## src/hdl/ptt_pkg.sv

```systemverilog
// Shared types, codes and default sizes for the periodic timer table.
// Depends on nothing; every other file in hdl imports it.
`default_nettype none

package ptt_pkg;

   localparam int TIMER_SLOTS_DEF = 8;
   localparam int ID_SPACE_DEF    = 16;
   localparam int QUEUE_DEPTH     = 2;

   // Input kinds
   localparam logic [1:0] KIND_CREATE = 2'd0;
   localparam logic [1:0] KIND_DELETE = 2'd1;
   localparam logic [1:0] KIND_TICK   = 2'd2;

   // Result status codes
   localparam logic [1:0] ST_OK    = 2'd0;
   localparam logic [1:0] ST_RANGE = 2'd1;
   localparam logic [1:0] ST_FULL  = 2'd2;

   // Commands passed from the front end to the engine
   localparam logic [1:0] OP_CREATE = 2'd0;
   localparam logic [1:0] OP_DELETE = 2'd1;
   localparam logic [1:0] OP_TICK   = 2'd2;
   localparam logic [1:0] OP_REPLY  = 2'd3;

   typedef struct packed {
      logic [1:0] kind;
      logic [3:0] timer_id;
      logic [7:0] period;
   } req_type;

   typedef struct packed {
      logic [1:0] status;
      logic       fired;
      logic [3:0] fired_id;
      logic       last;
   } rsp_type;

   typedef struct packed {
      logic [1:0] op;
      logic [1:0] status;
      logic [3:0] timer_id;
      logic [7:0] period;
   } cmd_type;

   typedef struct packed {
      logic [3:0] ident;
      logic [7:0] remaining;
      logic [7:0] reload;
   } slot_type;

endpackage

`default_nettype wire

```

## src/hdl/ptt_front.sv

```systemverilog
// Front end of the periodic timer table: decodes and range-checks requests
// and queues them as commands. Depends on ptt_pkg.
`default_nettype none

module ptt_front #(
   parameter int ID_SPACE = ptt_pkg::ID_SPACE_DEF
) (
   input  wire logic             clock,
   input  wire logic             reset,
   input  wire logic             req_valid,
   output logic                  req_ready,
   input  wire ptt_pkg::req_type req_data,
   output logic                  cmd_valid,
   input  wire logic             cmd_ready,
   output ptt_pkg::cmd_type      cmd_data
);
   import ptt_pkg::*;

   localparam int QPTR_W = (QUEUE_DEPTH > 1) ? $clog2(QUEUE_DEPTH) : 1;
   localparam int QCNT_W = $clog2(QUEUE_DEPTH + 1);

   cmd_type              queue_ff [QUEUE_DEPTH];
   logic [QPTR_W-1:0]    wr_ptr_ff, wr_ptr_in;
   logic [QPTR_W-1:0]    rd_ptr_ff, rd_ptr_in;
   logic [QCNT_W-1:0]    count_ff, count_in;
   cmd_type              cmd_new;
   logic                 out_of_range;
   logic                 push, pop;

   // classify
   always_comb begin
      out_of_range     = ({28'd0, req_data.timer_id} >= 32'(ID_SPACE));
      cmd_new.timer_id = req_data.timer_id;
      cmd_new.period   = req_data.period;
      cmd_new.status   = ST_OK;
      cmd_new.op       = OP_REPLY;
      unique case (req_data.kind)
         KIND_CREATE: begin
            cmd_new.op     = out_of_range ? OP_REPLY : OP_CREATE;
            cmd_new.status = out_of_range ? ST_RANGE : ST_OK;
         end
         KIND_DELETE: begin
            cmd_new.op     = out_of_range ? OP_REPLY : OP_DELETE;
            cmd_new.status = out_of_range ? ST_RANGE : ST_OK;
         end
         KIND_TICK: begin
            cmd_new.op = OP_TICK;
         end
         default: begin
            cmd_new.op = OP_REPLY;
         end
      endcase
   end

   assign req_ready = (count_ff != QCNT_W'(QUEUE_DEPTH));
   assign cmd_valid = (count_ff != '0);
   assign cmd_data  = queue_ff[rd_ptr_ff];
   assign push      = req_valid && req_ready;
   assign pop       = cmd_valid && cmd_ready;

   always_comb begin
      wr_ptr_in = push ? QPTR_W'(wr_ptr_ff + 1'b1) : wr_ptr_ff;
      rd_ptr_in = pop  ? QPTR_W'(rd_ptr_ff + 1'b1) : rd_ptr_ff;
      count_in  = count_ff;
      if (push && !pop) begin
         count_in = QCNT_W'(count_ff + 1'b1);
      end else if (pop && !push) begin
         count_in = QCNT_W'(count_ff - 1'b1);
      end
   end

   always_ff @(posedge clock) begin
      if (reset) begin
         wr_ptr_ff <= '0;
         rd_ptr_ff <= '0;
         count_ff  <= '0;
      end else begin
         wr_ptr_ff <= wr_ptr_in;
         rd_ptr_ff <= rd_ptr_in;
         count_ff  <= count_in;
      end
   end

   always_ff @(posedge clock) begin
      if (push) begin
         queue_ff[wr_ptr_ff] <= cmd_new;
      end
   end

endmodule

`default_nettype wire

```

## src/hdl/ptt_engine.sv

```systemverilog
// Back end of the periodic timer table: slot memory, fill count, slot walk
// and the result register. Depends on ptt_pkg.
`default_nettype none

module ptt_engine #(
   parameter int TIMER_SLOTS = ptt_pkg::TIMER_SLOTS_DEF
) (
   input  wire logic             clock,
   input  wire logic             reset,
   input  wire logic             cmd_valid,
   output logic                  cmd_ready,
   input  wire ptt_pkg::cmd_type cmd_data,
   output logic                  rsp_valid,
   input  wire logic             rsp_ready,
   output ptt_pkg::rsp_type      rsp_data
);
   import ptt_pkg::*;

   localparam int ADDR_W = (TIMER_SLOTS > 1) ? $clog2(TIMER_SLOTS) : 1;
   localparam int CNT_W  = $clog2(TIMER_SLOTS + 1);

   localparam logic [1:0] S_IDLE  = 2'd0;
   localparam logic [1:0] S_SCAN  = 2'd1;
   localparam logic [1:0] S_SHIFT = 2'd2;

   slot_type             slot_mem [TIMER_SLOTS];
   slot_type             rd_data_ff;

   logic [1:0]           state_ff, state_in;
   cmd_type              cmd_ff, cmd_in;
   logic [CNT_W-1:0]     rd_idx_ff, rd_idx_in;
   logic                 ev_vld_ff, ev_vld_in;
   logic [ADDR_W-1:0]    ev_idx_ff, ev_idx_in;
   logic [CNT_W-1:0]     fill_ff, fill_in;
   logic                 pend_vld_ff, pend_vld_in;
   logic [3:0]           pend_id_ff, pend_id_in;
   logic                 rsp_valid_ff;
   rsp_type              rsp_data_ff;

   logic                 rd_en, wr_en;
   logic [ADDR_W-1:0]    rd_addr, wr_addr;
   slot_type             wr_data;
   logic                 emit, advance;
   rsp_type              emit_data;
   logic                 issue_ok, match, walk_done;

   always_comb begin
      state_in    = state_ff;
      cmd_in      = cmd_ff;
      rd_idx_in   = rd_idx_ff;
      ev_vld_in   = ev_vld_ff;
      ev_idx_in   = ev_idx_ff;
      fill_in     = fill_ff;
      pend_vld_in = pend_vld_ff;
      pend_id_in  = pend_id_ff;
      rd_en       = 1'b0;
      rd_addr     = rd_idx_ff[ADDR_W-1:0];
      wr_en       = 1'b0;
      wr_addr     = ev_idx_ff;
      wr_data     = rd_data_ff;
      emit        = 1'b0;
      emit_data   = '{status: ST_OK, fired: 1'b0, fired_id: 4'd0, last: 1'b1};

      issue_ok  = (rd_idx_ff < fill_ff);
      match     = ev_vld_ff && (rd_data_ff.ident == cmd_ff.timer_id);
      walk_done = !ev_vld_ff && !issue_ok;

      unique case (state_ff) inside
         S_IDLE: begin
            ev_vld_in = 1'b0;
            if (cmd_valid) begin
               cmd_in = cmd_data;
               if (cmd_data.op == OP_REPLY) begin
                  emit             = 1'b1;
                  emit_data.status = cmd_data.status;
               end else begin
                  state_in    = S_SCAN;
                  rd_idx_in   = '0;
                  pend_vld_in = 1'b0;
               end
            end
         end

         S_SCAN, S_SHIFT: begin
            // issue the next slot read, evaluate the one read last cycle
            rd_en     = issue_ok;
            ev_vld_in = issue_ok;
            ev_idx_in = rd_idx_ff[ADDR_W-1:0];
            if (issue_ok) begin
               rd_idx_in = CNT_W'(rd_idx_ff + 1'b1);
            end

            if (state_ff == S_SHIFT) begin
               if (ev_vld_ff) begin
                  wr_en   = 1'b1;
                  wr_addr = ADDR_W'(ev_idx_ff - 1'b1);
                  wr_data = rd_data_ff;
               end
               if (walk_done) begin
                  fill_in  = CNT_W'(fill_ff - 1'b1);
                  emit     = 1'b1;
                  state_in = S_IDLE;
               end
            end else begin
               unique case (cmd_ff.op)
                  OP_CREATE: begin
                     if (match) begin
                        wr_en     = 1'b1;
                        wr_data   = '{ident: rd_data_ff.ident,
                                      remaining: cmd_ff.period,
                                      reload: cmd_ff.period};
                        emit      = 1'b1;
                        ev_vld_in = 1'b0;
                        state_in  = S_IDLE;
                     end else if (walk_done) begin
                        emit     = 1'b1;
                        state_in = S_IDLE;
                        if (fill_ff < CNT_W'(TIMER_SLOTS)) begin
                           wr_en   = 1'b1;
                           wr_addr = fill_ff[ADDR_W-1:0];
                           wr_data = '{ident: cmd_ff.timer_id,
                                       remaining: cmd_ff.period,
                                       reload: cmd_ff.period};
                           fill_in = CNT_W'(fill_ff + 1'b1);
                        end else begin
                           emit_data.status = ST_FULL;
                        end
                     end
                  end

                  OP_DELETE: begin
                     if (match) begin
                        // restart the walk one past the hit and copy down
                        rd_en     = 1'b0;
                        ev_vld_in = 1'b0;
                        rd_idx_in = CNT_W'(CNT_W'(ev_idx_ff) + 1'b1);
                        state_in  = S_SHIFT;
                     end else if (walk_done) begin
                        emit     = 1'b1;
                        state_in = S_IDLE;
                     end
                  end

                  OP_TICK: begin
                     if (ev_vld_ff) begin
                        wr_en = 1'b1;
                        if (rd_data_ff.remaining != 8'd0) begin
                           wr_data.remaining = rd_data_ff.remaining - 8'd1;
                        end else begin
                           wr_data.remaining = rd_data_ff.reload;
                           // hold the newest firing back until we know if it is last
                           if (pend_vld_ff) begin
                              emit      = 1'b1;
                              emit_data = '{status: ST_OK, fired: 1'b1,
                                            fired_id: pend_id_ff, last: 1'b0};
                           end
                           pend_vld_in = 1'b1;
                           pend_id_in  = rd_data_ff.ident;
                        end
                     end else if (walk_done) begin
                        emit     = 1'b1;
                        state_in = S_IDLE;
                        if (pend_vld_ff) begin
                           emit_data = '{status: ST_OK, fired: 1'b1,
                                         fired_id: pend_id_ff, last: 1'b1};
                        end
                     end
                  end

                  default: begin
                     emit     = 1'b1;
                     state_in = S_IDLE;
                  end
               endcase
            end
         end

         default: begin
            state_in = S_IDLE;
         end
      endcase

      // freeze everything while a result cannot be placed
      advance   = !(emit && rsp_valid_ff && !rsp_ready);
      cmd_ready = (state_ff == S_IDLE) && advance;
   end

   always_ff @(posedge clock) begin
      if (reset) begin
         state_ff    <= S_IDLE;
         rd_idx_ff   <= '0;
         ev_vld_ff   <= 1'b0;
         fill_ff     <= '0;
         pend_vld_ff <= 1'b0;
      end else if (advance) begin
         state_ff    <= state_in;
         rd_idx_ff   <= rd_idx_in;
         ev_vld_ff   <= ev_vld_in;
         fill_ff     <= fill_in;
         pend_vld_ff <= pend_vld_in;
      end
   end

   always_ff @(posedge clock) begin
      if (advance) begin
         cmd_ff     <= cmd_in;
         ev_idx_ff  <= ev_idx_in;
         pend_id_ff <= pend_id_in;
      end
   end

   always_ff @(posedge clock) begin
      if (wr_en && advance) begin
         slot_mem[wr_addr] <= wr_data;
      end
      if (rd_en && advance) begin
         rd_data_ff <= slot_mem[rd_addr];
      end
   end

   always_ff @(posedge clock) begin
      if (reset) begin
         rsp_valid_ff <= 1'b0;
      end else if (emit && advance) begin
         rsp_valid_ff <= 1'b1;
      end else if (rsp_ready) begin
         rsp_valid_ff <= 1'b0;
      end
   end

   always_ff @(posedge clock) begin
      if (emit && advance) begin
         rsp_data_ff <= emit_data;
      end
   end

   assign rsp_valid = rsp_valid_ff;
   assign rsp_data  = rsp_data_ff;

endmodule

`default_nettype wire

```

## src/hdl/periodic_timer_table.sv

```systemverilog
// Periodic timer table. The engine walks the N occupied slots, one slot read
// per cycle while no waiting result holds it: a create or tick walks all of
// them, a create that updates an existing entry stops at its slot, a delete
// searches to the hit, then copies down the rest; a rejected or meaningless
// request is answered without a walk. The engine takes a new command only
// once it is done with the last. Reset clears the fill count and the queue.
`default_nettype none

module periodic_timer_table #(
   parameter int TIMER_SLOTS = ptt_pkg::TIMER_SLOTS_DEF,
   parameter int ID_SPACE    = ptt_pkg::ID_SPACE_DEF
) (
   input  wire logic             clock,
   input  wire logic             reset,
   input  wire logic             req_valid,
   output logic                  req_ready,
   input  wire ptt_pkg::req_type req_data,
   output logic                  rsp_valid,
   input  wire logic             rsp_ready,
   output ptt_pkg::rsp_type      rsp_data
);
   import ptt_pkg::*;

   // Command transactions between the decoder and the engine
   logic    cmd_valid;
   logic    cmd_ready;
   cmd_type cmd_data;

   // Decode each request, reject out-of-range ids early and queue the
   // command, so the requester can keep going while the engine walks.
   ptt_front #(
      .ID_SPACE (ID_SPACE)
   ) u_front (
      .clock     (clock),
      .reset     (reset),
      .req_valid (req_valid),
      .req_ready (req_ready),
      .req_data  (req_data),
      .cmd_valid (cmd_valid),
      .cmd_ready (cmd_ready),
      .cmd_data  (cmd_data)
   );

   // Walk the slot memory: search and update on create, search and copy
   // down on delete, count down and report firings on tick. The result
   // register inside lets the engine run on while a result waits.
   ptt_engine #(
      .TIMER_SLOTS (TIMER_SLOTS)
   ) u_engine (
      .clock     (clock),
      .reset     (reset),
      .cmd_valid (cmd_valid),
      .cmd_ready (cmd_ready),
      .cmd_data  (cmd_data),
      .rsp_valid (rsp_valid),
      .rsp_ready (rsp_ready),
      .rsp_data  (rsp_data)
   );

endmodule

`default_nettype wire
```

## config.mk

```make
export PLATFORM = sky130hd
export DESIGN_NAME = periodic_timer_table
export DESIGN_NICKNAME = d
export VERILOG_FILES = /design/src/hdl/ptt_pkg.sv /design/src/hdl/ptt_front.sv /design/src/hdl/ptt_engine.sv /design/src/hdl/periodic_timer_table.sv
export SDC_FILE = /design/constraint.sdc
export NUM_CORES = 1
export LEC_CHECK = 0
export ABC_AREA = 1
export BUFFER_PORTS_ARGS = -buffer_cell sky130_fd_sc_hd__buf_2
export CORE_ASPECT_RATIO = 0.5
export CORE_UTILIZATION = 45
export CTS_CLUSTER_DIAMETER = 40
export CTS_CLUSTER_SIZE = 12
export DETAILED_ROUTE_END_ITERATION = 10
export MAX_ROUTING_LAYER = met4
export PLACE_DENSITY = 0.7
export SLEW_MARGIN = 0
export SYNTH_ARGS = -nofsm -noshare
export SYNTH_HDL_FRONTEND = slang
export SYNTH_SLANG_ARGS = --single-unit
```

## constraint.sdc

```tcl
create_clock -name clock -period 7 [get_ports clock]
set_clock_uncertainty 0.2 [all_clocks]
set_input_delay 1.05 -clock clock [delete_from_list [all_inputs] [get_ports clock]]
set_output_delay 1.05 -clock clock [all_outputs]
set_load 0.005 [all_outputs]
```

Word level (Yosys, flattened, before mapping). Memories as Yosys holds them, arrays and structs flattened. A register that Yosys moved wholly into a read port is not among the register bits. Cells that the tools add are included.

Bits in registers: 46. Bits in latches: 0. Memory bits (writable): 188. ROM bits: 0. Output and inout port bits: 10. Logic and storage cells: 189. Memories: 2.

Memory list: u_engine.slot_mem (words 8, bits a word 20, read ports 1, clocked after memory_dff 1, wr ports 1, line ptt_engine.sv:26) `slot_type slot_mem [TIMER_SLOTS];`; u_front.queue_ff (words 2, bits a word 14, read ports 1, clocked after memory_dff 1, wr ports 1, line ptt_front.sv:22) `cmd_type queue_ff [QUEUE_DEPTH];`.

Add/sub/neg operators: 10. Multiply operators: 0. Div/mod/pow operators: 0. Magnitude comparators: 2. Equality and inequality tests: 17. Shifts and indexed selects: 0. Muxes and demuxes: 96. Bitwise logic cells: 5. Reduce and logical (&&, ||, !) cells: 39.

Operators with widths (number): $mux W20 (5); $mux W4 (13); $mux W8 (6); $mux W1 (35); $mux W2 (14); $mux W6 (4); $mux W3 (7); $pmux W8 S2 (1); $ne A2 B2 Y1 const B (7); $logic_and A1 B1 Y1 (12); $pmux W2 S2 (3); $pmux W2 S3 (2); $reduce_and A6 Y1 (2); $reduce_bool A2 Y1 (6); $add A4 B1 Y4 const B (2); $eq A2 B2 Y1 const B (4); $pmux W1 S2 (4); $pmux W4 S2 (1); $reduce_and A4 Y1 (2); $reduce_and A8 Y1 (1); $reduce_bool A8 Y1 (1); $sub A8 B1 Y8 const B (1); $eq A2 B1 Y1 const B (3); $logic_not A1 Y1 (6); other kinds (18) (27).

Logic depth before layout (Yosys ltp). Gate-level depths: netlist (run 1).

Depth in word-level cells: 16. Depth in mapped cells: 17. Mapped depth without buffers: 17.

By module. A second synthesis (run 1) with hierarchy kept.

Cell total of the unflattened synthesis: 998. Area, all modules: 11146.9 um2.

By module, submodules not included: ptt_engine (instances 1, cells an instance 913, area each 9872.0 um2, sequential area each 6536.3 um2); ptt_front (instances 1, cells an instance 85, area each 1275.0 um2, sequential area each 940.9 um2).

Worst setup path after synthesis (run 1). No wires, ideal clock.

Kind: register -> register. Start point: reg u_engine.fill_ff[3]. End point: mem u_engine.slot_mem[3][0] in the netlist's numbering, enable pin. Library setup time: 0.397 ns. Data arrival time: 2.610 ns. Setup slack: 3.793 ns. Cell stages (with the launch flop): 14. Buffers on the path: 0. Path through: dfxtp_1 > inv_1 > ha_1 > a21oi_1 > nand2_4 > nand2_4 > nand3_2 > nand2_2 > nand2_2 > nand2_4 > nand2_2 > nor2_4 > nand2_2 > nor2_1.

Longest elaborated chain between the ends: 14. Elaborated cells between the ends (all ways): 29. Classes of those cells: order compare (2); mux (21); reduce/logical (6).

RTL lines: start, declared (line ptt_engine.sv:34) `logic [CNT_W-1:0] fill_ff, fill_in;`; start signal, assigned (line ptt_engine.sv:199) `fill_ff <= fill_in;`; $lt A4 B4 Y1 (line ptt_engine.sv:64) `issue_ok = (rd_idx_ff < fill_ff);`; $logic_not A1 Y1 (line ptt_engine.sv:66) `walk_done = !ev_vld_ff && !issue_ok;`; $logic_and A1 B1 Y1 (line ptt_engine.sv:66); $mux W1; $mux W1, on equally long branches (line ptt_engine.sv:145, ptt_engine.sv:107, ptt_engine.sv:132); $pmux W1 S3 (line ptt_engine.sv:105) `unique case (cmd_ff.op)`; $mux W1 (line ptt_engine.sv:93) `if (state_ff == S_SHIFT) begin`; $pmux W1 S2 (line ptt_engine.sv:68) `unique case (state_ff) inside`; $logic_and A1 B1 Y1 (2 in series) (line ptt_engine.sv:184) `advance = !(emit && rsp_valid_ff && !rsp_ready);`; $logic_not A1 Y1 (line ptt_engine.sv:184); $logic_and A1 B1 Y1 (line ptt_engine.sv:213) `if (wr_en && advance) begin`; $mux W1 (line ptt_engine.sv:213); $mux W1 (implied by the code) (line ptt_engine.sv:214) `slot_mem[wr_addr] <= wr_data;`; end, declared (line ptt_engine.sv:26).

Several ways; a longest one is shown, not always the timed one.

Final worst setup path (run 1).
Start point: reg u_engine.state_ff[0]. End point: mem u_engine.slot_mem[7][9] in the netlist's numbering, enable pin.

Longest elaborated chain between the ends: 9. Elaborated cells between the ends (all ways): 16. Classes of those cells: eq/ne (2); mux (8); reduce/logical (6).

RTL lines: start, declared (line ptt_engine.sv:29) `logic [1:0] state_ff, state_in;`; start signal, assigned (line ptt_engine.sv:196) `state_ff <= state_in;`; $eq A2 B2 Y1 / $eq A2 B1 Y1 (equally long branches); $mux W1 / $reduce_or A2 Y1 (equally long branches) (line ptt_engine.sv:93, ptt_engine.sv:68); $pmux W1 S2 (line ptt_engine.sv:68); $logic_and A1 B1 Y1 (2 in series) (line ptt_engine.sv:184); $logic_not A1 Y1 (line ptt_engine.sv:184); $logic_and A1 B1 Y1 (line ptt_engine.sv:213); $mux W1 (line ptt_engine.sv:213); $mux W1 (implied by the code) (line ptt_engine.sv:214).

Several ways; a longest one is shown, not always the timed one.

==> impl_metrics.tcl, run 1 <==
set metrics [dict create \
    status "completed" \
    comb_power_share 0.371 \
    dieArea_um2 25500 \
    holdPathEnd "u_front.count_ff[1]$_SDFFE_PP0P_" \
    cts_made_buffers 27 \
    routedWlPerCell_um 18.4 \
    reg2reg_depth 11 \
    worst_slew_pin_slew_ns 1.24 \
    crit_arrival_ns 3.82 \
    pin_count 28 \
    mostFrequentLayoutCells "edfxtp_1 (236), nor2_1 (195), o21ai_0 (118), nand2_1 (98), inv_1 (77)" \
    holdPathStages 2 \
    grt_pass1_vias 7216 \
    path_class "reg2reg" \
    clock_latency_ns 0.54 \
    relSlewSlack 0.164 \
    synth-edff-count 236 \
    synth_area_leaders "edfxtp_1 (64%), nor2_1 (6.8%), o21ai_0 (5.3%)" \
    rr_endpoint "u_engine.slot_mem[7][9]$_DFFE_PP_" \
    dp_hpwl_um 16900 \
    cts_max_path_buffers 3 \
    slew_violations 0 \
    wirelength_um 25200 \
    grt_pass1_wl_um 39900 \
    num_vias 7553 \
    synthCells 995 \
    peakVddDrop_mv 0.236 \
    cp_slowest_cell "nor2_2" \
    syn-cell-area_um2 11200 \
    power.leakage_nw 4.53 \
    end_kind "flip-flop" \
    final_common_cell "edfxtp_1" \
    ant_nets 0 \
    switching_share 0.396 \
    p_switching_w 0.00238 \
    clkPwrFrac 0.222 \
    fmax_ghz 0.258 \
    regToRegSetupSlack_ns 3.12 \
    cts_tree "yes" \
    gr-total-overflow 0 \
    startpoint_type "flip-flop" \
    drc 0 \
    setup_tns_ns 0 \
    grt_util_all_layers 0.208 \
    diodes 0 \
    first_iter_violations 719 \
    finalHoldViolCount 0 \
    slowest_delay_ns 0.91 \
    hp-class "reg2reg" \
    initial_core_util 0.461 \
    root_buffer "clkbuf_16" \
    synth.distinct_cells 45 \
    maxCapViolCount 0 \
    gp_congestion 0.934 \
    ys_warn_count 0 \
    nets 1052 \
    placementRows 40 \
    cts_resized 0 \
    fin_crit_ns 3.88 \
    die_h_um 113 \
    core_area_um2 24200 \
    hp-start "u_front.count_ff[1]$_SDFFE_PP0P_" \
    yosys.area.top_type "edfxtp_1" \
    worstSetupPathDepth 11 \
    cts_sinks 254 \
    fp.dieW_um 225 \
    worst_path_dominant_cell_family "simple AND/OR/NAND/NOR gates" \
    ys_ff_latch 254 \
    avgSynthCellArea_um2 11.2 \
    hold_buffers 0 \
    synth_top_area_share 0.635 \
    setup_viol_count_final 0 \
    synth_async_sr_flop_share 0 \
    routed_via_density 5.53 \
    seq_area_frac_synth 0.668 \
    area_delta_synth_final_pct 11.3 \
    drive_gt1_frac 0.117 \
    synth-main-ff-cell "edfxtp_1" \
    rsz0062_at_grt "no" \
    crit_top_cell "nand2_2" \
    cp_num_buf_inv 2 \
    fin_ws_ns 3.12 \
    antenna_found_initial 0 \
    critical_path.cell_chain "inv_1, ha_1, inv_1, nor2_1, nand2_2, nand2_2, nand2_4, nand2_2, nor2_4, nand2_2, nor2_2" \
    internal-power_w 0.00363 \
    postCtsSetupRepairBufs 0 \
    clk_pin_slew_ns 0.06 \
    io_buffer_count 26 \
    grt_max_degree 88 \
    htree_levels 1 \
    power.density_nw_per_um2 483 \
    syn_nets 1030 \
    worstPathRequired_ns 6.95 \
    r2r_start "u_engine.state_ff[0]$_SDFFE_PP0P_" \
    finalCritPeriodShare 0.554 \
    first_pass_iters 5 \
    p_seq_frac 0.407 \
    path_max_fanout 20 \
    n_fill_cell 2096 \
    dp_slack_ns 3.17 \
]
## tightest hold or removal path: cells and delay by family (launching register included)
family / cells / cell delay, ns
AOI/OAI and AO/OA: 1 / 0.06
buffers and inverters: 1 / 0.08
DFF: 1 / 0.32
## worst max-delay path by stage
stage                                  startpoint                           endpoint
6_report        u_engine.state_ff[0]$_SDFFE_PP0P_  u_engine.slot_mem[7][9]$_DFFE_PP_
4_1_cts        u_engine.rd_idx_ff[1]$_SDFFE_PP0P_  u_engine.slot_mem[5][2]$_DFFE_PP_
3_3_place_gp   u_engine.rd_idx_ff[1]$_SDFFE_PP0P_  u_engine.slot_mem[6][5]$_DFFE_PP_
3_5_place_dp   u_engine.rd_idx_ff[1]$_SDFFE_PP0P_  u_engine.slot_mem[5][2]$_DFFE_PP_
2_1_floorplan    u_engine.fill_ff[3]$_SDFFE_PP0P_  u_engine.slot_mem[3][0]$_DFFE_PP_
5_1_grt        u_engine.rd_idx_ff[0]$_SDFFE_PP0P_  u_engine.slot_mem[5][2]$_DFFE_PP_
## cell families after synthesis
logic type,after synthesis,synth area share
AO/OA/AOI/OAI,210,0.105
XOR/XNOR,9,0.00707
adder cells (fa/ha/maj),17,0.0197
buffers and inverters,123,0.0434
flip-flops,254,0.668
multiplexers,20,0.0196
other,1,0.000336
AND/OR/NAND/NOR,361,0.137
## cells in the mapped netlist (all sizes together), types with 2 or more instances
cell type	count
nor2	208
nor3	4
mux2i	5
o21bai	2
a21oi	24
nand3	22
nand4	14
o21ai	121
clkbuf	27
buf	14
a22oi	2
o211ai	10
mux2	15
edfxtp	236
o22ai	22
nand2	110
a31oi	23
xor2	8
inv	80
clkinv	2
dfxtp	18
a211oi	2
ha	16
## per-stage QoR
stage	utilization	hold slack [ns]	cells	area, µm²	total power (W)
after floorplan	-	0.252	995	11200	0.00392
after global placement	0.480	0.266	1324	11600	0.00460
after detailed placement	0.480	0.294	1324	11600	0.00467
after CTS	0.514	0.309	1365	12400	0.00600
after global routing	0.514	0.343	1365	12400	0.00637
final	0.514	0.305	1365	12400	0.00600
## power groups by stage
stage	sequential [W]	combinational [W]	clock [W]
global route	0.00247	0.00248	0.00142
global placement	0.00247	0.00213	0
finish	0.00245	0.00223	0.00133
detailed placement	0.00247	0.00220	0
floorplan	0.00238	0.00154	0
CTS	0.00244	0.00221	0.00135
## layout make-up
cell class                      instances  area, µm²  share of cell area
Clock buffer                           32        694              0.0559
Clock inverter                          9        115             0.00927
Inverter                               82        308              0.0248
Multi-Input combinational cell        618       3240               0.261
Sequential cell                       254       7450               0.600
Tap cell                              336        420              0.0339
Timing Repair Buffer                   34        190              0.0153
## routing by layer
metal / wire length [µm] / track usage / vias to the layer above
met5: 0 / - / -
met4: 429 / 0.0454 / 0
met3: 1930 / 0.0280 / 39
met2: 10800 / 0.303 / 296
met1: 12000 / 0.310 / 3669
li1: - / - / 3549
## registers in the layout, summed over array words and instances, names as in the netlist, 4 cells and up, named ones only
signal,count
u_engine.cmd_ff,14
u_engine.fill_ff,4
u_engine.pend_id_ff,4
u_engine.rd_data_ff,20
u_engine.rd_idx_ff,4
u_engine.rsp_data,7
u_engine.slot_mem,160
u_front.queue_ff,28
(Power assumes the default switching activity.)
==> run 2: changes to the inputs <==
--- a/config.mk
+++ b/config.mk
@@ -5,7 +5,7 @@
 export SDC_FILE = /design/constraint.sdc
 export NUM_CORES = 1
 export LEC_CHECK = 0
-export ABC_AREA = 1
+export ABC_AREA = 0
 export BUFFER_PORTS_ARGS = -buffer_cell sky130_fd_sc_hd__buf_2
 export CORE_ASPECT_RATIO = 0.5
 export CORE_UTILIZATION = 45
==> constraint.sdc (replaced) <==
create_clock -name clock -period 3.9 [get_ports clock]
set_clock_uncertainty 0.2 [all_clocks]
set_input_delay 0.585 -clock clock [delete_from_list [all_inputs] [get_ports clock]]
set_output_delay 0.585 -clock clock [all_outputs]
set_load 0.005 [all_outputs]
==> impl_metrics.tcl, run 2 <==
set metrics [dict create \
    routed_via_density 5.81 \
    synth_fa_ha_area_frac 0.0203 \
    dp_cells 1008 \
    dp_slack_ns 0.422 \
    synth_compound_area_frac 0.0682 \
    cts_max_path_buffers 3 \
    io_buffer_count 26 \
    reg_top3 "u_engine.slot_mem x160, u_front.queue_ff x28, u_engine.rd_data_ff x20" \
    cts_made_buffers 27 \
    antenna_found_initial 0 \
    synth_area_leaders "edfxtp_1 (65%), mux4_2 (8.3%), dfxtp_1 (3.3%)" \
    startpoint_type "flip-flop" \
    gr-total-overflow 0 \
    grt_pass1_wl_um 36300 \
    fin_crit_ns 3.50 \
    diodes 0 \
    area_delta_synth_final_pct 12.8 \
    ant_nets 0 \
    peakVddDrop_mv 0.266 \
    fin_ws_ns 0.396 \
    num_vias 6097 \
    setup_viol_count_final 0 \
    nets 765 \
    finalCritPeriodShare 0.898 \
    hp-class "in2reg" \
    initial_core_util 0.467 \
    final_common_cell "edfxtp_1" \
    die_h_um 112 \
    path_max_fanout 14 \
    drive_gt1_frac 0.230 \
    postCtsSetupRepairBufs 0 \
    status "completed" \
    core_area_um2 23200 \
    syn_nets 722 \
    synthCells 687 \
    routedWlPerCell_um 21.8 \
    path_class "reg2reg" \
    first_pass_iters 7 \
    synth-edff-count 236 \
    placementRows 39 \
    yosys.area.top_type "edfxtp_1" \
    synth_mux_area_frac 0.112 \
    synthXorXnorAreaFrac 0.0105 \
    avgSynthCellArea_um2 15.8 \
    cts_resized 0 \
    wirelength_um 22900 \
    fin_util 0.527 \
    worstPathRequired_ns 3.95 \
    root_buffer "clkbuf_16" \
    slew_violations 0 \
    synth-main-ff-cell "edfxtp_1" \
    maxCapViolCount 0 \
    synth_top_family_by_area "multiplexers" \
    largest_register_ffs 160 \
    synth_top_area_share 0.654 \
    yosysMostFrequentCell "edfxtp_1" \
    synth.distinct_cells 68 \
    power.leakage_nw 4.01 \
    pin_count 28 \
    yosys.area_share.simple 0.0830 \
    end_kind "flip-flop" \
    critical_path.cell_chain "inv_1, ha_1, a2111oi_4, o311ai_1, o31ai_4, o221ai_2, nor3_4, buf_12" \
    first_iter_violations 625 \
    gp_congestion 0.908 \
    cp_slowest_cell "nor3_4" \
    relSlewSlack 0.164 \
    ys_ff_latch 254 \
    drc 0 \
    seq_area_frac_synth 0.687 \
    cts_sinks 254 \
    fmax_ghz 0.285 \
    dp_hpwl_um 15500 \
    htree_levels 1 \
    cts_tree "yes" \
    synth_async_sr_flop_share 0 \
    slowest_delay_ns 0.55 \
    power.density_nw_per_um2 588 \
    grt_max_degree 46 \
    rsz0062_at_grt "no" \
    grt_util_all_layers 0.198 \
    hold_buffers 0 \
    dieArea_um2 24800 \
    crit_arrival_ns 3.55 \
    top_register "u_engine.slot_mem" \
    clk_pin_slew_ns 0.06 \
    syn-cell-area_um2 10800 \
    finalHoldViolCount 0 \
    synthTopCellsByCount "edfxtp_1 (236), nand2_1 (87), mux4_2 (40), mux2_2 (27), nor2_1 (27)" \
    clock_latency_ns 0.54 \
    worst_slew_pin_slew_ns 1.25 \
    ys_warn_count 0 \
    stdcell_count 1049 \
    mostFrequentLayoutCells "edfxtp_1 (236), nand2_1 (87), mux4_2 (40), clkbuf_16 (28)" \
    grt_pass1_vias 6266 \
    fp.dieW_um 222 \
]
## run 2: where the power goes
part           switching [W]  internal [W]
clock                0.00101       0.00132
combinational       0.000867      0.000428
sequential          0.000170       0.00340
total                0.00204       0.00515
## run 2: layer usage
metal  routed length, µm  vias up  share of wire  GRT usage
li1                    -     2752              -          -
met1               10800     3091           0.47      0.288
met2                9960      222           0.44      0.291
met3                1760       32          0.077     0.0388
met4                 395        0          0.017     0.0407
met5                   0        -              0          -
## run 2: critical path: cells and delay by family, from the launching register on
family / cells / cell delay [ns]
adder cells (fa/ha/maj): 1 / 0.35
AND/OR/NAND/NOR: 1 / 0.55
flip-flops: 1 / 0.42
buffers and inverters: 2 / 0.32
AO/OA/AOI/OAI: 4 / 1.37
## run 2: cell type report
class / count / area (µm²)
clock inverters: 8 / 62.6
multi-input cells: 384 / 3260
well taps: 307 / 384
flip-flops and latches: 254 / 7450
fillers: 1820 / 11000
repair buffers: 43 / 270
inverters: 20 / 75.1
clock buffers: 33 / 729
## run 2: path summary, 6_finish.rpt
path | from | endpoint | slack, ns | cells after the start
max reg2reg | u_engine.fill_ff[1]$_SDFFE_PP0P_ | u_engine.slot_mem[5][11]$_DFFE_PP_ | 0.40 | 8
min reg2reg | u_engine.pend_id_ff[2]$_DFFE_PP_ | u_engine.rsp_data[3]$_SDFFCE_PP0P_ | 0.32 | 1
min | req_data[3] | u_front.queue_ff[1][3]$_DFFE_PP_ | 0.03 | 1
max | u_engine.fill_ff[1]$_SDFFE_PP0P_ | u_engine.slot_mem[5][11]$_DFFE_PP_ | 0.40 | 8
## run 2: cell families (layout without fill, tap and decap cells)
| logic type | Yosys count | count (layout) |
|---|---|---|
| DFF | 254 | 254 |
| and+or+nand+nor | 186 | 186 |
| AOI/OAI and AO/OA | 99 | 99 |
| muxes | 68 | 68 |
| buffers and inverters | 49 | 104 |
| adders and majority gates | 17 | 17 |
| xor gates and xnor gates | 13 | 13 |
| other | 1 | 1 |
## run 2: metrics by stage
step                area [µm²]  TNS, ns  total power (W)  hold WS (ns)
finish                   12200        0          0.00719        0.0279
global route             12200        0          0.00749        0.0170
CTS                      12200        0          0.00723        0.0139
detailed placement       11400        0          0.00491         0.295
global placement         11400        0          0.00487         0.297
floorplan                10900   -49.75          0.00442         0.247
